--- config.mk ---
export PLATFORM = sky130hd
export DESIGN_NAME = pfpu_lane
export DESIGN_NICKNAME = d
export VERILOG_FILES = /design/src/pfpu_pkg.sv /design/src/pfpu_lane.sv
export SDC_FILE = /design/constraint.sdc
export NUM_CORES = 1
export LEC_CHECK = 0
export CAP_MARGIN = 10
export CELL_PAD_IN_SITES_DETAIL_PLACEMENT = 1
export CELL_PAD_IN_SITES_GLOBAL_PLACEMENT = 2
export CORE_MARGIN = 4
export CORE_UTILIZATION = 47
export DETAILED_ROUTE_END_ITERATION = 8
export DONT_BUFFER_PORTS = 1
export PLACE_DENSITY = 0.91
export SLEW_MARGIN = 20
export SYNTH_ARGS = -nofsm -noshare
export SYNTH_HDL_FRONTEND = slang
export SYNTH_SLANG_ARGS = --single-unit
export TNS_END_PERCENT = 1
--- constraint.sdc ---
create_clock -name clk -period 14.85 [get_ports clk]
set_input_delay 2.97 -clock clk [delete_from_list [all_inputs] [get_ports clk]]
set_output_delay 2.97 -clock clk [all_outputs]
set_load 0.01 [all_outputs]
--- src/pfpu_pkg.sv ---
package pfpu_pkg;

	localparam int WORD_W   = 32;
	localparam int CHAN_W   = 8;
	localparam int NUM_CHAN = 4;
	localparam int REG_W    = 5;
	localparam int ADDR_W   = 5;
	localparam int DATA_W   = 32;

	localparam int CH_RED   = 0;
	localparam int CH_GREEN = 1;
	localparam int CH_BLUE  = 2;
	localparam int CH_ALPHA = 3;

	localparam int CHAN_MAX   = 255;
	localparam int ROUND_BIAS = 127;

	typedef enum logic [2:0] {
		REG_RED_OFFSET   = 3'd0,
		REG_RED_LENGTH   = 3'd1,
		REG_GREEN_OFFSET = 3'd2,
		REG_GREEN_LENGTH = 3'd3,
		REG_BLUE_OFFSET  = 3'd4,
		REG_BLUE_LENGTH  = 3'd5,
		REG_ALPHA_OFFSET = 3'd6,
		REG_ALPHA_LENGTH = 3'd7
	} reg_idx_t;

	typedef enum logic {
		KIND_PACK   = 1'b0,
		KIND_UNPACK = 1'b1
	} kind_t;

	typedef logic [CHAN_W-1:0] chan_t;

	typedef struct packed {
		logic [REG_W-1:0] offset;
		logic [REG_W-1:0] length;
	} chan_cfg_t;

	typedef chan_cfg_t [NUM_CHAN-1:0] cfg_t;

	typedef struct packed {
		logic  valid;
		kind_t kind;
	} ctl_t;

	localparam cfg_t CFG_RESET = '{
		'{offset: 5'd24, length: 5'd8},
		'{offset: 5'd16, length: 5'd8},
		'{offset: 5'd8,  length: 5'd8},
		'{offset: 5'd0,  length: 5'd8}
	};

	function automatic logic [REG_W-1:0] eff_len(logic [REG_W-1:0] len, int unsigned max_bits);
		logic [REG_W-1:0] res;
		res = len;
		if (int'(len) > int'(max_bits)) begin
			res = REG_W'(max_bits);
		end
		return res;
	endfunction

	function automatic logic [WORD_W-1:0] word_mask(int unsigned bits);
		logic [63:0] m;
		m = (64'd1 << bits) - 64'd1;
		return m[WORD_W-1:0];
	endfunction

endpackage

--- src/pfpu_lane.sv ---
module pfpu_lane #(
	parameter int MAX_FIELD_BITS = 16,
	parameter int WORD_BITS      = 32
) (
	input  logic                             clk,
	input  logic [(MAX_FIELD_BITS+1)/2:0]    stage_en,
	input  pfpu_pkg::kind_t                  kind,
	input  pfpu_pkg::chan_t                  chan_in,
	input  logic [pfpu_pkg::WORD_W-1:0]      word_in,
	input  pfpu_pkg::chan_cfg_t              cfg,
	output logic [MAX_FIELD_BITS-1:0]        quo
);

	localparam int QB   = MAX_FIELD_BITS;
	localparam int NSTG = (MAX_FIELD_BITS + 1) / 2;
	localparam int QS   = 2 * NSTG;
	localparam int NW   = QB + pfpu_pkg::CHAN_W;
	localparam int CW   = QB + QS;

	logic [pfpu_pkg::REG_W-1:0]  len_eff;
	logic [NW-1:0]               m_wide;
	logic [QB-1:0]               fmask;
	logic [pfpu_pkg::WORD_W-1:0] field_w;
	logic [QB-1:0]               field;
	logic [NW-1:0]               pk_num;
	logic [NW-1:0]               up_num;
	logic [NW-1:0]               num;
	logic [QB-1:0]               den;

	logic [NW-1:0] rem_s [NSTG+1];
	logic [QB-1:0] den_s [NSTG+1];
	logic [QS-1:0] quo_s [NSTG+1];

	// front end: numerator/divisor for round(v*M/255) or floor(f*255/M)
	always_comb begin
		len_eff = pfpu_pkg::eff_len(cfg.length, QB);
		m_wide  = (NW'(1) << len_eff) - NW'(1);
		fmask   = m_wide[QB-1:0];
		pk_num  = (NW'(chan_in) << len_eff) - NW'(chan_in) + NW'(pfpu_pkg::ROUND_BIAS);
		field_w = (word_in & pfpu_pkg::word_mask(WORD_BITS)) >> cfg.offset;
		field   = field_w[QB-1:0] & fmask;
		up_num  = (NW'(field) << pfpu_pkg::CHAN_W) - NW'(field);
		if (kind == pfpu_pkg::KIND_UNPACK) begin
			num = up_num;
			den = fmask;
		end else begin
			num = pk_num;
			den = QB'(pfpu_pkg::CHAN_MAX);
		end
	end

	always_ff @(posedge clk) begin
		if (stage_en[0]) begin
			rem_s[0] <= num;
			den_s[0] <= den;
			quo_s[0] <= '0;
		end
	end

	// restoring divider, two quotient bits per stage
	for (genvar k = 0; k < NSTG; k++) begin : g_div
		logic [NW-1:0] r;
		logic [QS-1:0] q;
		logic [CW-1:0] sh;

		always_comb begin
			r  = rem_s[k];
			q  = quo_s[k];
			sh = '0;
			for (int j = 0; j < 2; j++) begin
				sh = CW'(den_s[k]) << (QS - 1 - 2 * k - j);
				if (CW'(r) >= sh) begin
					r = r - sh[NW-1:0];
					q[QS-1-2*k-j] = 1'b1;
				end
			end
		end

		always_ff @(posedge clk) begin
			if (stage_en[k+1]) begin
				rem_s[k+1] <= r;
				den_s[k+1] <= den_s[k];
				quo_s[k+1] <= q;
			end
		end
	end

	assign quo = quo_s[NSTG][QB-1:0];

endmodule

==> results.json <==
{
  "critPathCapture": "rem_s[0][117]",
  "path_clk_slew_ps": 60,
  "cp_top_family": "compound AO/OA/AOI/OAI gates",
  "final.min_clock_period_ps": 8100,
  "skew_ps": 23.0,
  "avgSynthCellArea_sq_um": 10.2,
  "wirelength_um": 84100,
  "rr_worst_depth": 25,
  "worstMarginPinSlew_ps": 1070,
  "grt_pass1_wl_um": 133000,
  "die_x_um": 259,
  "dr.pass1.iters": 5,
  "required_ps": 15180,
  "routabilityCongestion": 0.905,
  "grt_pass1_vias": 23858,
  "critPathKind": "reg -> reg",
  "place.port_buffers": 0,
  "pin_count": 77,
  "antenna_found_initial": 0,
  "synth_nets": 3241,
  "numCtsBuffers": 44,
  "irDropWorstVdd_uv": 104,
  "max_freq_ghz": 0.124,
  "cts.sinks": 392,
  "grt_overflow": 0,
  "max_stage_delay_ps": 700,
  "clockBufferDepth": 3,
  "synth_top_area_share_pct": 39.9,
  "wl_per_cell_um": 22.5,
  "grtUsageTotal_pct": 24.7,
  "cp_slowest_cell": "o21a_1",
  "outcome": "finished, final reports clean",
  "seq_area_frac_synth_pct": 39.9,
  "power.density_mw_per_mm2": 188,
  "dp_hpwl_um": 65700,
  "p_leak_nw": 12.8,
  "rows": 91,
  "diodes": 0,
  "combPwrFrac_pct": 53.4,
  "p_int_mw": 3.60,
  "ant_nets": 0,
  "synth_warnings": 0,
  "worst-path-stages": 25,
  "setup_tns_ps": 0,
  "hold_class": "reg -> reg",
  "die_h_um": 259,
  "rsz0062_at_grt": "no",
  "drtIter0Drc": 1440,
  "drv_slew": 0,
  "synth_cell_types": 83,
  "clkPwrFrac_pct": 18.4,
  "drive_gt1_share_pct": 8.76,
  "cp-startpoint": "rem_s[0][81]",
  "cts-resized-gates": 0,
  "cts-root-buf": "clkbuf_16",
  "endpoint_kind": "flop",
  "r2r_slack_ps": 6750,
  "switching_share_pct": 39.7,
  "synth_area_leader_cell": "edfxtp_1",
  "seqPwrFrac_pct": 28.2,
  "dieArea_sq_mm": 0.0668,
  "dp.cells": 3654,
  "cts_tree": "yes",
  "grt_max_degree": 60,
  "netlist_instances": 2896,
  "maxCapViolCount": 0,
  "h-tree-depth": 2,
  "p_switching_mw": 2.37,
  "synth_edf_count": 392,
  "drc": 0,
  "rr_endpoint": "rem_s[0][117]",
  "fin_cells": 3735,
  "synth_area_sq_mm": 0.0295,
  "core_area_sq_mm": 0.0619,
  "setup_viol": 0,
  "start_util_pct": 47.6,
  "startpoint_type": "flop",
  "postCtsHoldBufs": 0,
  "hold_viol": 0,
  "critPathArrivalTime_ps": 8420,
  "fin_nets": 3208,
  "insertion_delay_ps": 590,
  "relSlewSlack_pct": 27.9,
  "viasPerCell": 6.06,
  "power_mw": 5.97,
  "async_flop_share_pct": 0,
  "netlist_top_cells_area": "edfxtp_1 (40%), ha_1 (11%), mux2_2 (4.4%)",
  "synth_ff_type": "edfxtp_1",
  "cp_num_buf_inv": 3,
  "r2r_start": "rem_s[0][81]",
  "timing.final.crit_share_pct": 54.5,
  "cts_setup_buffers": 0,
  "ys_ff_latch": 392,
  "syn2layout_area_growth_pct": 7.44,
  "via_count": 22631,
  "critPathMaxFanout": 24
}
[cell type report]
type,count,area (sq um)
sequential,392,11800
timing repair buffer,6,45.0
inverter,255,957
tap,837,1050
clock buffer,49,1120
clock inverter,32,328
multi-input combinational,2164,16400
fill,6861,30200
[worst min path at each step]
stage             startpoint            end  slack (ps)  cells past startpoint
3_5_place_dp    quo_s[0][77]   quo_s[0][93]         410                      0
4_1_cts         quo_s[0][46]   quo_s[0][62]         420                      0
3_3_place_gp    quo_s[0][75]   quo_s[0][91]         400                      0
6_report        quo_s[0][46]   quo_s[0][62]         410                      0
2_1_floorplan   quo_s[0][86]  quo_s[0][102]         400                      0
5_1_grt        quo_s[0][114]  quo_s[0][130]         420                      0
[cells in the mapped netlist, types with 8 or more instances]
cell / instances
nand3_1: 44
a21o_1: 90
o21ai_0: 158
buf_2: 8
nand2_1: 187
nand2b_1: 35
a31oi_1: 19
xnor2_1: 139
nor2_1: 215
a211oi_1: 27
mux4_2: 26
mux2i_1: 51
a31o_2: 11
inv_1: 252
xor2_1: 60
a21boi_0: 17
nor4_1: 23
a2111oi_0: 9
or4_1: 9
nand4_1: 41
edfxtp_1: 392
and3_1: 17
o211ai_1: 11
or2_2: 10
nor3_1: 51
nor2b_1: 54
o21a_1: 48
mux2_2: 116
o21bai_1: 20
a211o_1: 13
ha_1: 268
and2_1: 19
o31ai_1: 23
a21oi_1: 208
fa_1: 16
or3_1: 11
clkbuf_1: 63
[logic make-up (layout without fill, tap and decap cells)]
kind of cell | after synthesis | after routing | share of synthesized area (%)
compound gates | 735 | 735 | 16.2
xor+xnor | 199 | 199 | 5.91
fa+ha+maj | 284 | 284 | 12.5
buf+inv | 340 | 342 | 4.49
flops | 392 | 392 | 39.9
mux | 201 | 201 | 8.82
simple gates | 745 | 745 | 12.2
[cells in the final DEF (no fill, tap or decap), types with 11 or more instances in the layout]
cell         n
xor2_1      60
nor2_1     215
xnor2_1    139
a211o_1     13
a211oi_1    27
edfxtp_1   392
a21oi_1    208
nor3_1      51
and2_1      19
a21boi_0    17
mux2_2     116
nor4_1      23
o21bai_1    20
and3_1      17
o21a_1      48
mux4_2      26
fa_1        16
a31o_2      11
o211ai_1    11
nand4_1     41
o21ai_0    158
a21o_1      90
nand3_1     44
ha_1       268
clkbuf_16   44
o31ai_1     23
nand2b_1    35
mux2i_1     51
a31oi_1     18
nand2_1    187
nor2b_1     54
inv_1      252
[per-layer routing]
| metal | track usage (%) | wire, um | part of all wire [%] | vias up |
|---|---|---|---|---|
| li1 | - | - | - | 10663 |
| met1 | 31.0 | 35700 | 43 | 11383 |
| met2 | 44.9 | 42900 | 51 | 441 |
| met3 | 2.20 | 2500 | 3.0 | 144 |
| met4 | 8.20 | 2920 | 3.5 | 0 |
| met5 | 0 | 0 | 0 | - |
[through the flow]
stage / utilization (%) / area [sq um] / hold WS, ps / worst slack [ps]
6_report: 51.2 / 31700 / 415 / 6750
3_3_place_gp: 48.8 / 30200 / 400 / 7230
2_1_floorplan: - / 29500 / 400 / 7510
4_1_cts: 51.2 / 31700 / 416 / 6900
3_5_place_dp: 48.8 / 30200 / 406 / 7050
5_1_grt: 51.2 / 31700 / 420 / 6150
[sequential cells by signal, indices dropped and copies added, names as in the netlist]
register,flops
den_s,128
quo_s,72
rem_s,192
[power by group through the flow]
stage | sequential [mW] | clock (mW) | combinational, mW
after global routing | 1.70 | 1.17 | 3.55
after CTS | 1.69 | 1.12 | 3.17
after detailed placement | 1.71 | 0 | 3.13
after floorplan | 1.63 | 0 | 2.47
after global placement | 1.70 | 0 | 2.97
final | 1.68 | 1.10 | 3.19
Power figures use the tool's default switching activity.
