## config.mk

```make
export PLATFORM = sky130hd
export DESIGN_NAME = pfpu_cfg
export DESIGN_NICKNAME = d
export VERILOG_FILES = /design/src/pfpu_pkg.sv /design/src/pfpu_cfg.sv
export SDC_FILE = /design/constraint.sdc
export NUM_CORES = 1
export LEC_CHECK = 0
export BUFFER_PORTS_ARGS = -buffer_cell sky130_fd_sc_hd__buf_2
export CAP_MARGIN = 25
export CORE_UTILIZATION = 40
export CTS_CLUSTER_SIZE = 20
export DETAILED_ROUTE_END_ITERATION = 12
export PLACE_DENSITY = 0.76
export SETUP_SLACK_MARGIN = 0.4
export SYNTH_ARGS = -nofsm -noshare
export SYNTH_HDL_FRONTEND = slang
export SYNTH_SLANG_ARGS = --single-unit
```

## constraint.sdc

```tcl
create_clock -name clk -period 1.01 [get_ports clk]
set_input_delay 0 -clock clk [delete_from_list [all_inputs] [get_ports clk]]
set_output_delay 0 -clock clk [all_outputs]
set_load 0.01 [all_outputs]
```

## src/pfpu_pkg.sv

```systemverilog
package pfpu_pkg;

	localparam int WORD_W   = 32;
	localparam int CHAN_W   = 8;
	localparam int NUM_CHAN = 4;
	localparam int REG_W    = 5;
	localparam int ADDR_W   = 5;
	localparam int DATA_W   = 32;

	localparam int CH_RED   = 0;
	localparam int CH_GREEN = 1;
	localparam int CH_BLUE  = 2;
	localparam int CH_ALPHA = 3;

	localparam int CHAN_MAX   = 255;
	localparam int ROUND_BIAS = 127;

	typedef enum logic [2:0] {
		REG_RED_OFFSET   = 3'd0,
		REG_RED_LENGTH   = 3'd1,
		REG_GREEN_OFFSET = 3'd2,
		REG_GREEN_LENGTH = 3'd3,
		REG_BLUE_OFFSET  = 3'd4,
		REG_BLUE_LENGTH  = 3'd5,
		REG_ALPHA_OFFSET = 3'd6,
		REG_ALPHA_LENGTH = 3'd7
	} reg_idx_t;

	typedef enum logic {
		KIND_PACK   = 1'b0,
		KIND_UNPACK = 1'b1
	} kind_t;

	typedef logic [CHAN_W-1:0] chan_t;

	typedef struct packed {
		logic [REG_W-1:0] offset;
		logic [REG_W-1:0] length;
	} chan_cfg_t;

	typedef chan_cfg_t [NUM_CHAN-1:0] cfg_t;

	typedef struct packed {
		logic  valid;
		kind_t kind;
	} ctl_t;

	localparam cfg_t CFG_RESET = '{
		'{offset: 5'd24, length: 5'd8},
		'{offset: 5'd16, length: 5'd8},
		'{offset: 5'd8,  length: 5'd8},
		'{offset: 5'd0,  length: 5'd8}
	};

	function automatic logic [REG_W-1:0] eff_len(logic [REG_W-1:0] len, int unsigned max_bits);
		logic [REG_W-1:0] res;
		res = len;
		if (int'(len) > int'(max_bits)) begin
			res = REG_W'(max_bits);
		end
		return res;
	endfunction

	function automatic logic [WORD_W-1:0] word_mask(int unsigned bits);
		logic [63:0] m;
		m = (64'd1 << bits) - 64'd1;
		return m[WORD_W-1:0];
	endfunction

endpackage

```

## src/pfpu_cfg.sv

```systemverilog
module pfpu_cfg (
	input  logic                          clk,
	input  logic                          arst_n,
	input  logic                          psel,
	input  logic                          penable,
	input  logic                          pwrite,
	input  logic [pfpu_pkg::ADDR_W-1:0]   paddr,
	input  logic [pfpu_pkg::DATA_W-1:0]   pwdata,
	output logic [pfpu_pkg::DATA_W-1:0]   prdata,
	output logic                          pready,
	output pfpu_pkg::cfg_t                cfg
);

	pfpu_pkg::cfg_t     cfg_q;
	pfpu_pkg::reg_idx_t idx;
	logic               wr_en;
	logic [pfpu_pkg::REG_W-1:0] wval;
	logic [pfpu_pkg::REG_W-1:0] rval;

	assign pready = 1'b1;
	assign idx    = pfpu_pkg::reg_idx_t'(paddr[pfpu_pkg::ADDR_W-1:2]);
	assign wr_en  = psel & penable & pwrite & pready;
	assign wval   = pwdata[pfpu_pkg::REG_W-1:0];
	assign cfg    = cfg_q;

	always_ff @(posedge clk or negedge arst_n) begin
		if (!arst_n) begin
			cfg_q <= pfpu_pkg::CFG_RESET;
		end else if (wr_en) begin
			unique case (idx)
				pfpu_pkg::REG_RED_OFFSET:   cfg_q[pfpu_pkg::CH_RED].offset   <= wval;
				pfpu_pkg::REG_RED_LENGTH:   cfg_q[pfpu_pkg::CH_RED].length   <= wval;
				pfpu_pkg::REG_GREEN_OFFSET: cfg_q[pfpu_pkg::CH_GREEN].offset <= wval;
				pfpu_pkg::REG_GREEN_LENGTH: cfg_q[pfpu_pkg::CH_GREEN].length <= wval;
				pfpu_pkg::REG_BLUE_OFFSET:  cfg_q[pfpu_pkg::CH_BLUE].offset  <= wval;
				pfpu_pkg::REG_BLUE_LENGTH:  cfg_q[pfpu_pkg::CH_BLUE].length  <= wval;
				pfpu_pkg::REG_ALPHA_OFFSET: cfg_q[pfpu_pkg::CH_ALPHA].offset <= wval;
				pfpu_pkg::REG_ALPHA_LENGTH: cfg_q[pfpu_pkg::CH_ALPHA].length <= wval;
			endcase
		end
	end

	always_comb begin
		unique case (idx)
			pfpu_pkg::REG_RED_OFFSET:   rval = cfg_q[pfpu_pkg::CH_RED].offset;
			pfpu_pkg::REG_RED_LENGTH:   rval = cfg_q[pfpu_pkg::CH_RED].length;
			pfpu_pkg::REG_GREEN_OFFSET: rval = cfg_q[pfpu_pkg::CH_GREEN].offset;
			pfpu_pkg::REG_GREEN_LENGTH: rval = cfg_q[pfpu_pkg::CH_GREEN].length;
			pfpu_pkg::REG_BLUE_OFFSET:  rval = cfg_q[pfpu_pkg::CH_BLUE].offset;
			pfpu_pkg::REG_BLUE_LENGTH:  rval = cfg_q[pfpu_pkg::CH_BLUE].length;
			pfpu_pkg::REG_ALPHA_OFFSET: rval = cfg_q[pfpu_pkg::CH_ALPHA].offset;
			pfpu_pkg::REG_ALPHA_LENGTH: rval = cfg_q[pfpu_pkg::CH_ALPHA].length;
		endcase
		prdata = pfpu_pkg::DATA_W'(rval);
	end

endmodule

```

==> results.md <==
- The final setup slack of the worst path is -0.4038 ns.
- The number of failing hold endpoints at the final stage is 37.
- Counting flops with a built-in enable in the synthesized netlist gives 0.
- The remaining antenna violation count is 0.
- Once placement finished, the instance area stood at 0.002698 mm2.
- The critical path in this run is classified as flip-flop to output pin.
- After Yosys synthesis, full adders, half adders and majority gates account for 0% of the synthesized area.
- The via count of the first global-routing pass is 1646.
- The number of antenna violations at the first check in global routing is 0.
- For this block, the initial DRC count from the detailed router was 81.
- The area enclosed by the die boundary is 0.005617 mm2.
- The first-pass iteration count of the detailed router is 4.
- The average detailed-routed wire length per instance is 16.06 um.
- The width of the die is 74.95 um.
- For this design the ratio of total power to cell area is 1643 mW/mm2.
- The flow ran to the end, but the final reports show violations.
- In this run switching power makes up 29.17% of total power.
- The final weighted congestion in routability-driven placement is 0.7237.
- In the routed layout, each cell is associated on average with a via count of 4.829.
- In the global route stage, overall resource usage came out at 20.31%.
- The number of buffers created by CTS is 5.
- The final design instance area without fill is 0.003391 mm2.
- The number of flip-flops in the largest register is 40.
- After synthesis, the largest family of logic cells by area is multiplexers.
- After the last flow step, the layout net total stands at 317.
- The total count of max-transition violations in the final report is 0.
- The final reports fail on hold timing, setup timing.
- In this run the worst path has a maximum fanout of 2.
- During synthesis, Yosys emitted a total of 0 warnings.
- The distinct cell type count of the synthesized netlist is 24.
- Dividing the synthesized area by the synthesized cell count gives 12.30 um2.
- The core area is 0.005107 mm2.
- The tree is rooted in a clkbuf_8.
- For this configuration, the core starts out at a cell density of 41.67%.
- The maximum number of pins on one net before global-route repair is 26.
- The clock transition at the registers of the reported paths is 0.07 ns.
- The reported max-cap violation count is 0.
- The largest buffer count on any clock path is 2.
- The routed via count is 1671.
- In this run the count of I/O pins placed on the die edge is 115.
- Summed over all nets, the half-perimeter wirelength after detailed placement is 3.604 mm.
- The synthesized netlist devotes 0% of its cell area to XOR and XNOR gates.
- For the final database, setup skew stands at 0 ns.
- Clock tree synthesis found a total of 40 sinks.
- In the synthesized netlist, mux cells make up 27.28% of the area.
- For the finished layout, the period the worst path requires is 1.414 ns.
- The fraction of the core area covered by cells at the end of the flow is 66.39%.
- The floorplan row count is 26.
- The number of levels in the clock H-tree is 2.
- In this run the static leakage power is 1.687 nW.
- Sequential cells account for 39.9% of the total power.
- The total of endpoints with negative setup slack in the final report is 15.
- In this run the tool buffered the top-level ports with 57 buffer cells.
- Dividing the final minimum period by the clock period gives 140.0%.
- In this run the worst hold path is classified as input port to async pin.
- The share of synthesized flip-flops with an asynchronous set or reset is 100.0%.
- Cells with a size suffix above 1 make up 64.49% of the layout.
- The worst vdd rail ir drop is 1.204 mV.
- Setup repair after global routing could not meet its margin everywhere.
- The gate count of the mapped netlist is 173.
- The share of synthesized area occupied by flip-flops and latches is 47.50%.
- The area growth from synthesis to final layout is 59.32%.
- The internal portion of the total power is 3.945 mW.
- The final total negative setup slack is -1.972 ns.
- The net load switching power is 1.625 mW.
- The detailed-route wire length is 5.556 mm.
- Final hold analysis gives a worst-case slack of -0.3636 ns.
- The clock network is responsible for 19.4% of the overall power.
- Global routing finished with a remaining overflow of 0.
- The design draws 5.570 mW.
- The mapped netlist covers 0.002128 mm2.
- In the synthesized netlist the dominant register cell turns out to be dfrtp_1.
- The fmax is 707.3 MHz.
- The nature of the critical path startpoint is a flip-flop.
- Summing the areas of all compound-gate instances in the mapped netlist gives 5.938% of the synthesized area.
- The arrival time reported for the critical path endpoint is 1.41 ns.
- The number of synthesized register bits is 40.
- The simple logic cell fraction of the synthesized area is 7.231%.
- At the placement stage, the worst setup path has a slack of -0.1620 ns.
- The global-route wire length before repair is 8.266 mm.
- From bottom edge to top edge, the die measures 74.95 um.
- TritonCTS built the clock tree.
- 0 antenna diodes ended up in the layout.
- The required time of the critical path is 1.01 ns.
- For this run, design rule violations remaining after detail routing come to 0.
- Combinational logic burns 40.7% of the power.
- The worst setup path is captured at an output pin.
- The clock insertion delay at the later pin of the skew report is 0.28 ns.
timing repair:
action	CTS	global route
resized for setup	72	34
pin swaps	9	3
setup endpoints to repair	85	85
endpoints found under the hold margin	37	15
buffers inserted	8	11
worst max-delay path, stage by stage (launching register included):
cell and delay (ns):
dfstp_2 0.54, mux2i_1 0.09, a211oi_2 0.20, o32a_1 0.18, buf_2 0.12
layer usage:
layer	vias up	global-route usage [%]	wire (um)
li1	759	-	-
met1	830	26.52	2349
met2	73	34.43	2849
met3	9	4.685	286
met4	0	4.612	70
met5	-	0	0
synth_stat cells (2+ instances only):
cell       n  area (um2)
a211oi_1   5       37.54
dfstp_2    8       210.2
nand2_1    3       11.26
nand2b_1   5       31.28
o22ai_1    4       25.02
mux2_2    40       450.4
conb_1     2       7.510
a21oi_1    2       10.01
nor2_1     8       30.03
mux2i_1   13       130.1
buf_4     29       217.7
nor3b_1    4       30.03
dfrtp_1   32       800.8
buf_2      4       20.02
o22a_1     4       35.03
clkbuf_1   2       7.510
through the flow:
step,instances,hold WS (ns)
after floorplan,199,-0.2956
after global routing,346,-0.3542
after detailed placement,319,-0.05200
after CTS,335,-0.3616
final,346,-0.3636
after global placement,319,-0.05903
cell usage in the layout, fill, tap and decap left out, types with 2 or more instances in the layout:
| master | netlist | layout |
|---|---|---|
| nor2_4 | 0 | 5 |
| nor2_1 | 8 | 2 |
| nand2b_4 | 0 | 3 |
| clkbuf_1 | 2 | 2 |
| a211oi_2 | 0 | 3 |
| buf_12 | 0 | 4 |
| o22ai_1 | 4 | 4 |
| conb_1 | 2 | 28 |
| o22a_1 | 4 | 4 |
| buf_6 | 0 | 55 |
| clkbuf_8 | 0 | 6 |
| mux2_4 | 0 | 40 |
| buf_4 | 29 | 10 |
| a211oi_1 | 5 | 2 |
| buf_8 | 0 | 2 |
| nand2_1 | 3 | 2 |
| dfstp_2 | 8 | 8 |
| buf_2 | 4 | 32 |
| nor3b_2 | 0 | 3 |
| mux2i_1 | 13 | 13 |
| nand2b_1 | 5 | 2 |
| dfrtp_1 | 32 | 32 |
cell families after synthesis:
group | count (synthesis)
AO/OA/AOI/OAI | 17
other | 2
flip-flops | 40
multiplexers | 53
buffers and inverters | 36
AND/OR/NAND/NOR | 25
worst paths after layout:
check,startpoint,endpoint,slack (ns),cells past startpoint
worst min register to register,cfg[36]$_DFFE_PN0P_,cfg[36]$_DFFE_PN0P_,0.54,1
worst min-delay path,arst_n,cfg[22]$_DFFE_PN0P_,-0.36,1
max in group asynchronous,arst_n,cfg[38]$_DFFE_PN1P_,0.83,2
worst max-delay path,cfg[23]$_DFFE_PN1P_,prdata[3],-0.40,4
min in group clk,pwdata[0],cfg[30]$_DFFE_PN0P_,0.07,2
worst max register to register,cfg[33]$_DFFE_PN1P_,cfg[33]$_DFFE_PN1P_,-0.02,4
power by group through the flow:
| stage | registers [mW] | logic [mW] | clock network [mW] |
|---|---|---|---|
| final | 2.22 | 2.27 | 1.08 |
| after global routing | 2.25 | 2.43 | 1.18 |
| after CTS | 2.20 | 1.98 | 1.10 |
| after detailed placement | 2.21 | 1.48 | 0 |
| after global placement | 2.20 | 1.45 | 0 |
| after floorplan | 2.35 | 0.691 | 0 |
final cells by class:
| class | count | area, um2 |
|---|---|---|
| fillers | 396 | 1717 |
| clock buffers | 8 | 90.09 |
| multi-input cells | 123 | 1226 |
| well taps | 70 | 87.58 |
| repair buffers | 104 | 972.2 |
| flip-flops and latches | 40 | 1011 |
| inverters | 1 | 3.754 |
Note: power is estimated with default switching activity, not from simulation.
