===== config.mk =====
export PLATFORM = sky130hd
export DESIGN_NAME = pfpu_merge_flat
export DESIGN_NICKNAME = d
export VERILOG_FILES = /design/src/pfpu_pkg.sv /design/src/pfpu_if.sv /design/src/pfpu_merge.sv /design/src/flat_wrapper.sv
export SDC_FILE = /design/constraint.sdc
export NUM_CORES = 1
export LEC_CHECK = 0
export ABC_CLOCK_PERIOD_IN_PS = 2100
export BUFFER_PORTS_ARGS = -buffer_cell sky130_fd_sc_hd__buf_4
export CORE_MARGIN = 2
export CORE_UTILIZATION = 50
export DETAILED_ROUTE_END_ITERATION = 10
export PLACE_DENSITY = 0.78
export SLEW_MARGIN = 20
export SYNTH_ARGS = -nofsm -noshare
export SYNTH_HDL_FRONTEND = slang
export SYNTH_SLANG_ARGS = --single-unit

===== constraint.sdc =====
create_clock -name clk -period 2.1 [get_ports clk]
set_input_delay 0.105 -clock clk [delete_from_list [all_inputs] [get_ports clk]]
set_output_delay 0.105 -clock clk [all_outputs]
set_load 0.05 [all_outputs]

===== src/pfpu_pkg.sv =====
package pfpu_pkg;

	localparam int WORD_W   = 32;
	localparam int CHAN_W   = 8;
	localparam int NUM_CHAN = 4;
	localparam int REG_W    = 5;
	localparam int ADDR_W   = 5;
	localparam int DATA_W   = 32;

	localparam int CH_RED   = 0;
	localparam int CH_GREEN = 1;
	localparam int CH_BLUE  = 2;
	localparam int CH_ALPHA = 3;

	localparam int CHAN_MAX   = 255;
	localparam int ROUND_BIAS = 127;

	typedef enum logic [2:0] {
		REG_RED_OFFSET   = 3'd0,
		REG_RED_LENGTH   = 3'd1,
		REG_GREEN_OFFSET = 3'd2,
		REG_GREEN_LENGTH = 3'd3,
		REG_BLUE_OFFSET  = 3'd4,
		REG_BLUE_LENGTH  = 3'd5,
		REG_ALPHA_OFFSET = 3'd6,
		REG_ALPHA_LENGTH = 3'd7
	} reg_idx_t;

	typedef enum logic {
		KIND_PACK   = 1'b0,
		KIND_UNPACK = 1'b1
	} kind_t;

	typedef logic [CHAN_W-1:0] chan_t;

	typedef struct packed {
		logic [REG_W-1:0] offset;
		logic [REG_W-1:0] length;
	} chan_cfg_t;

	typedef chan_cfg_t [NUM_CHAN-1:0] cfg_t;

	typedef struct packed {
		logic  valid;
		kind_t kind;
	} ctl_t;

	localparam cfg_t CFG_RESET = '{
		'{offset: 5'd24, length: 5'd8},
		'{offset: 5'd16, length: 5'd8},
		'{offset: 5'd8,  length: 5'd8},
		'{offset: 5'd0,  length: 5'd8}
	};

	function automatic logic [REG_W-1:0] eff_len(logic [REG_W-1:0] len, int unsigned max_bits);
		logic [REG_W-1:0] res;
		res = len;
		if (int'(len) > int'(max_bits)) begin
			res = REG_W'(max_bits);
		end
		return res;
	endfunction

	function automatic logic [WORD_W-1:0] word_mask(int unsigned bits);
		logic [63:0] m;
		m = (64'd1 << bits) - 64'd1;
		return m[WORD_W-1:0];
	endfunction

endpackage


===== src/pfpu_if.sv =====


interface pfpu_result_if;
	logic                         valid;
	logic                         ready;
	logic [pfpu_pkg::WORD_W-1:0]  word_out;
	logic [pfpu_pkg::CHAN_W-1:0]  red_out;
	logic [pfpu_pkg::CHAN_W-1:0]  green_out;
	logic [pfpu_pkg::CHAN_W-1:0]  blue_out;
	logic [pfpu_pkg::CHAN_W-1:0]  alpha_out;

	modport source (output valid, word_out, red_out, green_out, blue_out, alpha_out,
		input ready);
	modport sink (input valid, word_out, red_out, green_out, blue_out, alpha_out,
		output ready);
endinterface


===== src/pfpu_merge.sv =====
module pfpu_merge #(
	parameter int MAX_FIELD_BITS = 16,
	parameter int WORD_BITS      = 32
) (
	input  logic                                          clk,
	input  logic                                          arst_n,
	input  pfpu_pkg::ctl_t                                ctl,
	input  logic [pfpu_pkg::NUM_CHAN-1:0][MAX_FIELD_BITS-1:0] quo,
	input  pfpu_pkg::cfg_t                                cfg,
	output logic                                          take,
	pfpu_result_if.source                                 result
);

	logic                        valid_q;
	logic [pfpu_pkg::WORD_W-1:0] word_q;
	pfpu_pkg::chan_t             chan_q [pfpu_pkg::NUM_CHAN];

	logic [pfpu_pkg::WORD_W-1:0] word_c;
	logic [63:0]                 sh;
	pfpu_pkg::chan_t             chan_c [pfpu_pkg::NUM_CHAN];

	assign take = !valid_q || result.ready;

	always_comb begin
		word_c = '0;
		sh     = '0;
		for (int ch = 0; ch < pfpu_pkg::NUM_CHAN; ch++) begin
			sh     = 64'(quo[ch]) << cfg[ch].offset;
			word_c = word_c | sh[pfpu_pkg::WORD_W-1:0];
			if (cfg[ch].length == '0 || ctl.kind == pfpu_pkg::KIND_PACK) begin
				chan_c[ch] = '0;
			end else begin
				chan_c[ch] = quo[ch][pfpu_pkg::CHAN_W-1:0];
			end
		end
		word_c = word_c & pfpu_pkg::word_mask(WORD_BITS);
		if (ctl.kind == pfpu_pkg::KIND_UNPACK) begin
			word_c = '0;
		end
	end

	always_ff @(posedge clk or negedge arst_n) begin
		if (!arst_n) begin
			valid_q <= 1'b0;
		end else if (take) begin
			valid_q <= ctl.valid;
		end
	end

	always_ff @(posedge clk) begin
		if (take && ctl.valid) begin
			word_q <= word_c;
			chan_q <= chan_c;
		end
	end

	assign result.valid     = valid_q;
	assign result.word_out  = word_q;
	assign result.red_out   = chan_q[pfpu_pkg::CH_RED];
	assign result.green_out = chan_q[pfpu_pkg::CH_GREEN];
	assign result.blue_out  = chan_q[pfpu_pkg::CH_BLUE];
	assign result.alpha_out = chan_q[pfpu_pkg::CH_ALPHA];

endmodule


===== src/flat_wrapper.sv =====
// flat-port wrapper written by rule: the top's interface ports become plain ports
module pfpu_merge_flat 
#(
	parameter int MAX_FIELD_BITS = 16,
	parameter int WORD_BITS      = 32
)
  (clk, arst_n, ctl, quo, cfg, take, result_valid, result_word_out, result_red_out, result_green_out, result_blue_out, result_alpha_out, result_ready);
  pfpu_result_if result_i ();
  input  logic clk;
  input  logic arst_n;
  input  pfpu_pkg::ctl_t ctl;
  input  logic [pfpu_pkg::NUM_CHAN-1:0][MAX_FIELD_BITS-1:0] quo;
  input  pfpu_pkg::cfg_t cfg;
  output logic take;
  output wire logic [$bits(result_i.valid)-1:0] result_valid;
  output wire logic [$bits(result_i.word_out)-1:0] result_word_out;
  output wire logic [$bits(result_i.red_out)-1:0] result_red_out;
  output wire logic [$bits(result_i.green_out)-1:0] result_green_out;
  output wire logic [$bits(result_i.blue_out)-1:0] result_blue_out;
  output wire logic [$bits(result_i.alpha_out)-1:0] result_alpha_out;
  input wire logic [$bits(result_i.ready)-1:0] result_ready;
  assign result_valid = result_i.valid;
  assign result_word_out = result_i.word_out;
  assign result_red_out = result_i.red_out;
  assign result_green_out = result_i.green_out;
  assign result_blue_out = result_i.blue_out;
  assign result_alpha_out = result_i.alpha_out;
  assign result_i.ready = result_ready;
  pfpu_merge #(.MAX_FIELD_BITS(MAX_FIELD_BITS), .WORD_BITS(WORD_BITS)) u_core (.clk(clk), .arst_n(arst_n), .ctl(ctl), .quo(quo), .cfg(cfg), .take(take), .result(result_i));
endmodule

==> impl_metrics.yaml, run 1 <==
setup_path:
  r2r_end: "u_core.result.alpha_out[1]$_SDFFCE_PP0P_"
  crit_type: "in2reg"
  path_max_fanout: 19
  r2r_cells: 3
  crit_arrival_ns: 2.09
  cp-end-kind: "register"
  reg2reg_slack_ns: 0.64
  crit_required_ns: 2.17
  r2r-start: "u_core.result.valid$_DFFE_PN0N_"
  critical_path.startpoint_type: "primary input"
sta:
  rsz0062_at_grt: "false"
  setup_viol: 0
  tightest_slew_ns: 0.671
  tns_ns: 0
  setup_ws_ns: 0.0707
  finalCriticalPeriod_ns: 2.03
  final_hold_viol_count: 0
  fin_hold_ws_ns: 0.0721
  timing.slew.headroom: 0.552
  slew_viol_final: 0
  fmax_mhz: 493
  fin_crit_sh: 0.966
  skew_ns: 0.00855
route:
  drt-initial-drc-count: 1342
  drtPass1Iterations: 7
  vias_per_cell: 6.87
  vias: 7987
  wl_per_cell_um: 25.8
  drc: 0
  ant_nets: 0
  drt-total-wl_um: 30000
cells_and_area:
  areaGrowthSynthToFinish_pct: 36.3
  antenna-diode-count: 0
  drive_gt1_frac: 0.425
  fin_nets: 1086
  post-route-util: 0.698
floorplan:
  die-height_um: 124
  io_pins: 175
  die_width_um: 124
  start_util: 0.512
  dieArea_um2: 15300
  core-area_um2: 13900
  rows: 43
pwr:
  powerDensity_nw_per_um2: 579
  seqPwrFrac: 0.279
  power.share.switching: 0.359
  p_total_mw: 5.63
  power_frac_clock: 0.287
  p_leak_nw: 3.99
  vdd_drop_max_uv: 332
  pwr-share-comb: 0.434
  p_sw_mw: 2.02
  internal-power_mw: 3.61
clocking:
  cts-root-buf: "clkbuf_16"
  clkSinkCount: 65
  clk_latency_ns: 0.35
  cts_buffers: 9
  cts_tree: "done"
  htree_levels: 3
  clk_pin_slew_ns: 0.06
  ctsLongestPathBuffers: 2
global_routing:
  grt_util_all_layers: 0.398
  grt_max_degree: 34
  grt_pass1_vias: 7489
  grt_remaining_overflow: 0
  grt_first_pass_wirelength_um: 44600
  antenna_found_initial: 0
synthesis:
  synthesis.nets: 823
  yosys.cell_types.count: 68
  synth_edf_count: 64
  netlist_instances: 714
  synth_area_um2: 7140
  synth_area_leaders: "edfxtp_1 27%, mux4_2 16%, mux2i_1 7.4%, mux2_2 5.0%, and2_1 3.4%"
  synth_top_area_share: 0.269
  yosysSeqAreaShare: 0.273
  yosysWarnings: 0
  synth_ff_type: "edfxtp_1"
  ys_ff_latch: 65
  syn_avg_cell_area_um2: 10.0
  postSynth.asyncResetShare: 0.0154
  yosys.area.top_type: "edfxtp_1"
outcome:
  status: "completed"
placement:
  io_buffer_count: 174
  place.detailed.hpwl_um: 23800
  dp_worst_setup_slack_ns: -0.176
  place_congestion: 1.10
min_path:
  worst_hold_path.endpoint: "u_core.result.alpha_out[7]$_SDFFCE_PP0P_"
  hold_class: "in2reg"
  whs_path_depth: 2
  hp-start: "quo[55]"
run:
  drv_cap: 0
Yosys cell counts, drive strengths merged (8+ instances only):
cell,n
a31oi,16
a211oi,8
buf,32
mux4,58
nor3,22
a22oi,17
nand4,10
nor2b,14
a21oi,40
a32oi,10
o22ai,22
mux2,32
a32o,8
nand3,21
and2,39
inv,10
edfxtp,64
o21ai,19
mux2i,54
clkbuf,28
nor2,52
nand2,50
critical path, stage by stage:
cell and delay (ns):
buf_4 0.24, mux4_2 0.58, a21oi_1 0.34, o22ai_1 0.12
nor4_1 0.53, a31oi_1 0.18
kinds of logic after synthesis:
family | after synthesis | synth area share
AOI/OAI and AO/OA | 186 | 0.181
buffers and inverters | 75 | 0.0557
muxes | 144 | 0.315
and+or+nand+nor | 244 | 0.176
DFF | 65 | 0.273
placed cells by master (no fill, tap or decap), drive strengths merged, types with 5 or more instances in the layout:
master  count
a32oi      10
nand3b      5
inv        10
a21oi      40
mux4       58
nand2b      7
o32ai       5
buf       311
a211oi      8
nand3      21
o211ai      6
nand4      10
a31oi      16
nor2       52
clkbuf     10
and2       39
o22ai      22
a22oi      17
clkinv      8
mux2       32
nor3       22
a41oi       5
nand2      50
nor2b      14
a32o        8
edfxtp     64
mux2i      54
o21ai      19
through the flow:
step                      cells  instance area, um2
after floorplan             714                7140
after global placement     1144                9400
after detailed placement   1144                9400
after CTS                  1162                9730
after global routing       1162                9730
final                      1162                9730
repair_timing:
item	in CTS	in global routing
setup endpoints to repair	0	1
setup buffers	0	0
resized for setup	0	1
hold buffers	2	0
endpoints found under the hold margin	2	0
power groups by stage:
| stage | Combinational [mW] | Clock, mW | Sequential [mW] |
|---|---|---|---|
| global placement | 2.32 | 0 | 1.59 |
| global route | 2.54 | 1.67 | 1.58 |
| finish | 2.44 | 1.62 | 1.57 |
| detailed placement | 2.36 | 0 | 1.60 |
| floorplan | 1.03 | 0 | 1.90 |
| CTS | 2.37 | 1.60 | 1.57 |
worst max path at each step:
stage                               startpoint                                  endpoint  cells after the start  slack [ns]
6_report                               cfg[15]  u_core.result.word_out[20]$_SDFFCE_PP0P_                      6        0.07
5_1_grt                                cfg[15]  u_core.result.word_out[20]$_SDFFCE_PP0P_                      6        0.07
4_1_cts                                cfg[35]  u_core.result.word_out[29]$_SDFFCE_PP0P_                      8        0.17
3_5_place_dp                           cfg[35]  u_core.result.word_out[29]$_SDFFCE_PP0P_                      8       -0.18
3_3_place_gp                           cfg[15]  u_core.result.word_out[28]$_SDFFCE_PP0P_                      7       -0.18
2_1_floorplan  u_core.result.valid$_DFFE_PN0N_  u_core.result.alpha_out[0]$_SDFFCE_PP0P_                      2        0.02
flip-flops by register name, summed over array words and instances (netlist names):
| signal | cells |
|---|---|
| u_core.result.blue_out | 8 |
| u_core.result.word_out | 32 |
| u_core.result.green_out | 8 |
| u_core.result.red_out | 8 |
| u_core.result.alpha_out | 8 |
| u_core.result.valid | 1 |
layout make-up:
class / count / area, um2
clock buffers: 10 / 229
clock inverters: 6 / 82.6
fillers: 1075 / 4200
inverters: 14 / 52.6
multi-input cells: 574 / 4800
flip-flops and latches: 65 / 1950
well taps: 180 / 225
repair buffers: 313 / 2390
layer usage:
| metal | vias up | share of wire | routed length, um | global-route usage |
|---|---|---|---|---|
| li1 | 3409 | - | - | - |
| met4 | 4 | 0.050 | 1510 | 0.170 |
| met2 | 629 | 0.45 | 13400 | 0.598 |
| met3 | 124 | 0.12 | 3550 | 0.0789 |
| met5 | - | 0.0016 | 49 | 0 |
| met1 | 3821 | 0.38 | 11500 | 0.558 |
Note: power is estimated with default switching activity, not from simulation.
==> run 2, diff against run 1 <==
BUFFER_PORTS_ARGS = unset   (was -buffer_cell sky130_fd_sc_hd__buf_4)
CORE_UTILIZATION = 58   (was 50)
DONT_BUFFER_PORTS = 1   (was unset)
PLACE_DENSITY = 0.76   (was 0.78)
==> run 2 against run 1 <==
Effect of this change:
- largest power group is now sequential cells
- routed wire length fell by 9.6%
- clock power fell by 3%
- cell area decreased by 18%
- via count is 11% lower
- sequential power is 20% higher
- die area shrank 13%
- worst setup slack better by 0.26 ns
- non-clock buffer count shrank 235
- critical path type unchanged
- critical endpoint is now u_core.result.word_out[7]$_SDFFCE_PP0P_
- largest cell class unchanged
- final cell count is 23% lower
- first-iteration DRC count decreased by 1.7%
- sequential share of layout area up 4.3 points
==> impl_metrics.yaml, run 2 (synthesis gave the netlist of run 1 again) <==
route:
  vias_per_cell: 7.94
  ant_nets: 0
  vias: 7095
  drt-initial-drc-count: 1319
  drtPass1Iterations: 9
  drt-total-wl_um: 27100
  drc: 0
  wl_per_cell_um: 30.4
floorplan:
  die_width_um: 115
  io_pins: 175
  die-height_um: 115
  core-area_um2: 12000
  dieArea_um2: 13200
  start_util: 0.594
  rows: 40
cells_and_area:
  drive_gt1_frac: 0.196
  fin_nets: 851
  largest_reg_flops: 32
  layout_commonest_cell: "edfxtp_1"
  layout_common_cells: "64 x edfxtp_1, 53 x mux2i_1, 52 x nor2_1, 50 x mux4_2, 50 x nand2_1"
  areaGrowthSynthToFinish_pct: 12.0
  nFillCells: 945
pwr:
  seqPwrFrac: 0.382
  p_sw_mw: 1.67
  internal-power_mw: 3.26
  power_frac_clock: 0.317
  power.share.switching: 0.339
  p_leak_nw: 2.83
  powerDensity_nw_per_um2: 617
  vdd_drop_max_uv: 370
  pwr-share-comb: 0.301
min_path:
  hold_class: "in2reg"
  whs_path_depth: 1
  worst_hold_path.endpoint: "u_core.result.word_out[31]$_SDFFCE_PP0P_"
  hp-start: "ctl[0]"
outcome:
  status: "completed"
global_routing:
  grt_util_all_layers: 0.404
  antenna_found_initial: 0
  grt_pass1_vias: 6450
  grt_max_degree: 42
  grt_remaining_overflow: 0
  grt_first_pass_wirelength_um: 39600
setup_path:
  critical_path.startpoint_type: "primary input"
  r2r_end: "u_core.result.blue_out[4]$_SDFFCE_PP0P_"
  r2r_cells: 3
  crit_type: "in2reg"
  cp-end-kind: "register"
  path_max_fanout: 26
  crit_arrival_ns: 1.86
  crit_required_ns: 2.18
  reg2reg_slack_ns: 0.57
  r2r-start: "u_core.result.valid$_DFFE_PN0N_"
sta:
  fin_hold_ws_ns: 0.0285
  setup_viol: 0
  finalCriticalPeriod_ns: 1.77
  tns_ns: 0
  skew_ns: 0.0107
  tightest_slew_ns: 0.751
  rsz0062_at_grt: "false"
  fin_crit_sh: 0.844
  timing.slew.headroom: 0.494
  slew_viol_final: 0
  fmax_mhz: 564
  final_hold_viol_count: 0
clocking:
  clk_pin_slew_ns: 0.05
  clk_latency_ns: 0.34
  cts-root-buf: "clkbuf_16"
  cts_buffers: 9
  ctsLongestPathBuffers: 2
  clkSinkCount: 65
  cts_tree: "done"
  htree_levels: 3
placement:
  place.detailed.hpwl_um: 20400
  place_congestion: 1.16
  io_buffer_count: 0
run:
  drv_cap: 0
-- run 2: how the worst max path moves through the flow --
stage                                     from                                  endpoint  slack [ns]  cells past startpoint
6_report                               cfg[15]   u_core.result.word_out[7]$_SDFFCE_PP0P_        0.33                      6
2_1_floorplan  u_core.result.valid$_DFFE_PN0N_  u_core.result.alpha_out[0]$_SDFFCE_PP0P_        0.02                      2
3_5_place_dp                           cfg[15]   u_core.result.word_out[7]$_SDFFCE_PP0P_        0.10                      6
3_3_place_gp                           cfg[15]   u_core.result.word_out[7]$_SDFFCE_PP0P_        0.01                      6
5_1_grt                                cfg[35]  u_core.result.word_out[20]$_SDFFCE_PP0P_        0.23                      6
4_1_cts                                cfg[15]   u_core.result.word_out[7]$_SDFFCE_PP0P_        0.44                      6
-- run 2: stage by stage --
step           total power [mW]   util  setup slack (ns)  std cells  instance area (um2)
4_1_cts                    4.87  0.666             0.443        893                 7990
5_1_grt                    5.04  0.666             0.225        893                 7990
6_report                   4.94  0.666             0.327        894                 8000
3_5_place_dp               3.25  0.610             0.103        842                 7320
2_1_floorplan              2.93      -            0.0233        714                 7140
3_3_place_gp               3.24  0.610            0.0110        842                 7320
-- run 2: metal layers --
| metal | global-route usage | share of wire | wire (um) | vias up |
|---|---|---|---|---|
| met2 | 0.589 | 0.43 | 11700 | 682 |
| met3 | 0.105 | 0.14 | 3820 | 137 |
| met4 | 0.185 | 0.054 | 1460 | 0 |
| met1 | 0.569 | 0.37 | 10100 | 3344 |
| li1 | - | - | - | 2932 |
| met5 | 0 | 0 | 0 | - |
-- run 2: power groups by stage --
stage | logic (mW) | clock network [mW] | registers, mW
6_report | 1.49 | 1.57 | 1.89
5_1_grt | 1.52 | 1.62 | 1.89
4_1_cts | 1.41 | 1.57 | 1.89
3_5_place_dp | 1.34 | 0 | 1.91
3_3_place_gp | 1.34 | 0 | 1.91
2_1_floorplan | 1.03 | 0 | 1.90
-- run 2: repair_timing --
item                      in CTS  in global routing
hold endpoints to repair      64                  0
hold buffers                  36                  0
gates resized for setup        0                  0
buffers inserted               0                  0
-- run 2: cell type report --
class,count,area (um2),share of cell area
Inverter,14,52.6,0.00657
Sequential cell,65,1950,0.243
Tap cell,147,184,0.0230
Clock buffer,11,233,0.0291
Clock inverter,4,68.8,0.00861
Antenna cell,1,2.50,0.000313
Multi-Input combinational cell,574,4800,0.600
Timing Repair Buffer,78,711,0.0889
-- run 2: worst max-delay path: stages --
cell	delay, ns
mux4_2	0.51
mux2i_1	0.34
o22ai_1	0.24
a211oi_1	0.44
buf_4	0.19
nor2_1	0.03
==> run 3, diff against run 2 <==
ABC_CLOCK_PERIOD_IN_PS = 1800   (was 2100)
PLACE_DENSITY = 0.74   (was 0.76)
clock period = 1.8 ns   (was 2.1 ns; I/O delays follow)
==> run 3 against run 2 <==
Effect of this change:
- clock skew up 0.0042 ns
- utilization up 3.3 points
- flip-flop and latch count unchanged
- cell area up 5.0%
- combinational power up 28%
- sequential power up 16%
- clock power up 18%
- total power up 20%
- die area unchanged
- largest power group unchanged
- highest routed layer unchanged
==> impl_metrics.yaml, run 3 (synthesis gave the netlist of run 1 again) <==
outcome:
  status: "completed"
pwr:
  vdd_drop_max_uv: 353
  p_leak_nw: 3.08
  powerDensity_nw_per_um2: 708
route:
  drt-total-wl_um: 28600
  ant_nets: 0
  vias_per_cell: 7.77
  drtPass1Iterations: 7
  wl_per_cell_um: 30.3
  vias: 7343
  drc: 0
  drt-initial-drc-count: 1264
setup_path:
  path_max_fanout: 23
  crit_type: "in2reg"
  critical_path.startpoint_type: "primary input"
  r2r_end: "u_core.result.blue_out[0]$_SDFFCE_PP0P_"
  crit_required_ns: 1.87
  reg2reg_slack_ns: 0.26
  r2r-start: "u_core.result.valid$_DFFE_PN0N_"
  cp-end-kind: "register"
  r2r_cells: 3
  crit_arrival_ns: 1.77
cells_and_area:
  layout_commonest_cell: "buf_4"
  post-route-util: 0.699
  nFillCells: 887
  stdcell_area_um2: 8390
  areaGrowthSynthToFinish_pct: 17.6
  largest_reg_flops: 32
  layout_common_cells: "90 x buf_4, 64 x edfxtp_1, 53 x mux2i_1, 52 x nor2_1"
  drive_gt1_frac: 0.252
  fin_nets: 901
sta:
  tns_ns: 0
  setup_ws_ns: 0.102
  rsz0062_at_grt: "false"
  fmax_mhz: 589
  timing.slew.headroom: 0.520
  setup_viol: 0
  finalCriticalPeriod_ns: 1.70
  fin_crit_sh: 0.943
  final_hold_viol_count: 0
  fin_hold_ws_ns: 0.0232
  skew_ns: 0.0149
  slew_viol_final: 0
  tightest_slew_ns: 0.713
floorplan:
  start_util: 0.594
  dieArea_um2: 13200
  rows: 40
  die-height_um: 115
  die_width_um: 115
  core-area_um2: 12000
  io_pins: 175
min_path:
  hold_class: "in2reg"
  worst_hold_path.endpoint: "u_core.result.word_out[25]$_SDFFCE_PP0P_"
  hp-start: "cfg[19]"
  whs_path_depth: 2
global_routing:
  grt_util_all_layers: 0.437
  antenna_found_initial: 1
  grt_pass1_vias: 6769
  grt_remaining_overflow: 0
  grt_max_degree: 36
  grt_first_pass_wirelength_um: 42500
clocking:
  cts_resized: 0
  cts-root-buf: "clkbuf_16"
  htree_levels: 3
  cts_buffers: 9
  clk_latency_ns: 0.35
  clk_pin_slew_ns: 0.06
  clkSinkCount: 65
  ctsLongestPathBuffers: 2
  cts_tree: "done"
placement:
  dp_worst_setup_slack_ns: -0.175
  place_congestion: 1.18
  io_buffer_count: 0
  placed_cell_area_um2: 7700
  place.detailed.hpwl_um: 21500
run:
  drv_cap: 0
==> run 3: cell count changes in the layout (fill, tap and decap cells not counted) <==
| cell | previous run | this run |
|---|---|---|
| clkbuf_8 | 0 | 3 |
| bufinv_16 | 2 | 1 |
| clkinv_1 | 5 | 4 |
| nand2b_1 | 7 | 6 |
| nand2b_4 | 0 | 1 |
| clkinvlp_4 | 0 | 2 |
| clkbuf_1 | 2 | 0 |
| buf_4 | 40 | 90 |
==> run 3: timing repair <==
item                      CTS  global route
hold endpoints to repair   65             0
hold buffers               36             0
setup buffers               0             0
==> run 3: worst max path at each step <==
stage	startpoint	slack [ns]	end
2_1_floorplan	u_core.result.valid$_DFFE_PN0N_	0.002	u_core.result.alpha_out[0]$_SDFFCE_PP0P_
3_3_place_gp	cfg[5]	-0.17	u_core.result.word_out[29]$_SDFFCE_PP0P_
3_5_place_dp	cfg[5]	-0.18	u_core.result.word_out[13]$_SDFFCE_PP0P_
4_1_cts	cfg[5]	0.17	u_core.result.word_out[13]$_SDFFCE_PP0P_
5_1_grt	cfg[35]	0.11	u_core.result.word_out[20]$_SDFFCE_PP0P_
6_report	cfg[35]	0.10	u_core.result.word_out[20]$_SDFFCE_PP0P_
==> run 3: area by class of cell <==
class / instances / area [um2] / area share
Clock buffer: 12 / 267 / 0.0317
Sequential cell: 65 / 1950 / 0.232
Multi-Input combinational cell: 574 / 4810 / 0.573
Inverter: 14 / 52.6 / 0.00626
Tap cell: 147 / 184 / 0.0219
Clock inverter: 4 / 50.0 / 0.00596
Timing Repair Buffer: 128 / 1090 / 0.129
Antenna cell: 1 / 2.50 / 0.000298
==> run 3: power by group <==
group | internal [mW] | total, mW | switching, mW
registers | 1.81 | 2.19 | 0.381
logic | 0.918 | 1.90 | 0.978
clock network | 1.18 | 1.86 | 0.675
==> run 3: metal layers <==
layer  part of all wire  global-route usage
met1               0.38               0.600
met5                  0                   0
met4              0.047               0.161
met2               0.45               0.667
met3               0.13               0.120
==> run 3: worst max-delay path, cell delays in order <==
cell	delay, ns
mux4_2	0.50
a22oi_1	0.37
o22ai_1	0.15
nor4_1	0.36
buf_4	0.19
a31oi_1	0.10
==> run 3: stage by stage <==
step	std cells	total power, mW
2_1_floorplan	714	3.42
3_3_place_gp	892	3.93
3_5_place_dp	892	3.94
4_1_cts	944	5.86
5_1_grt	944	6.07
6_report	945	5.95
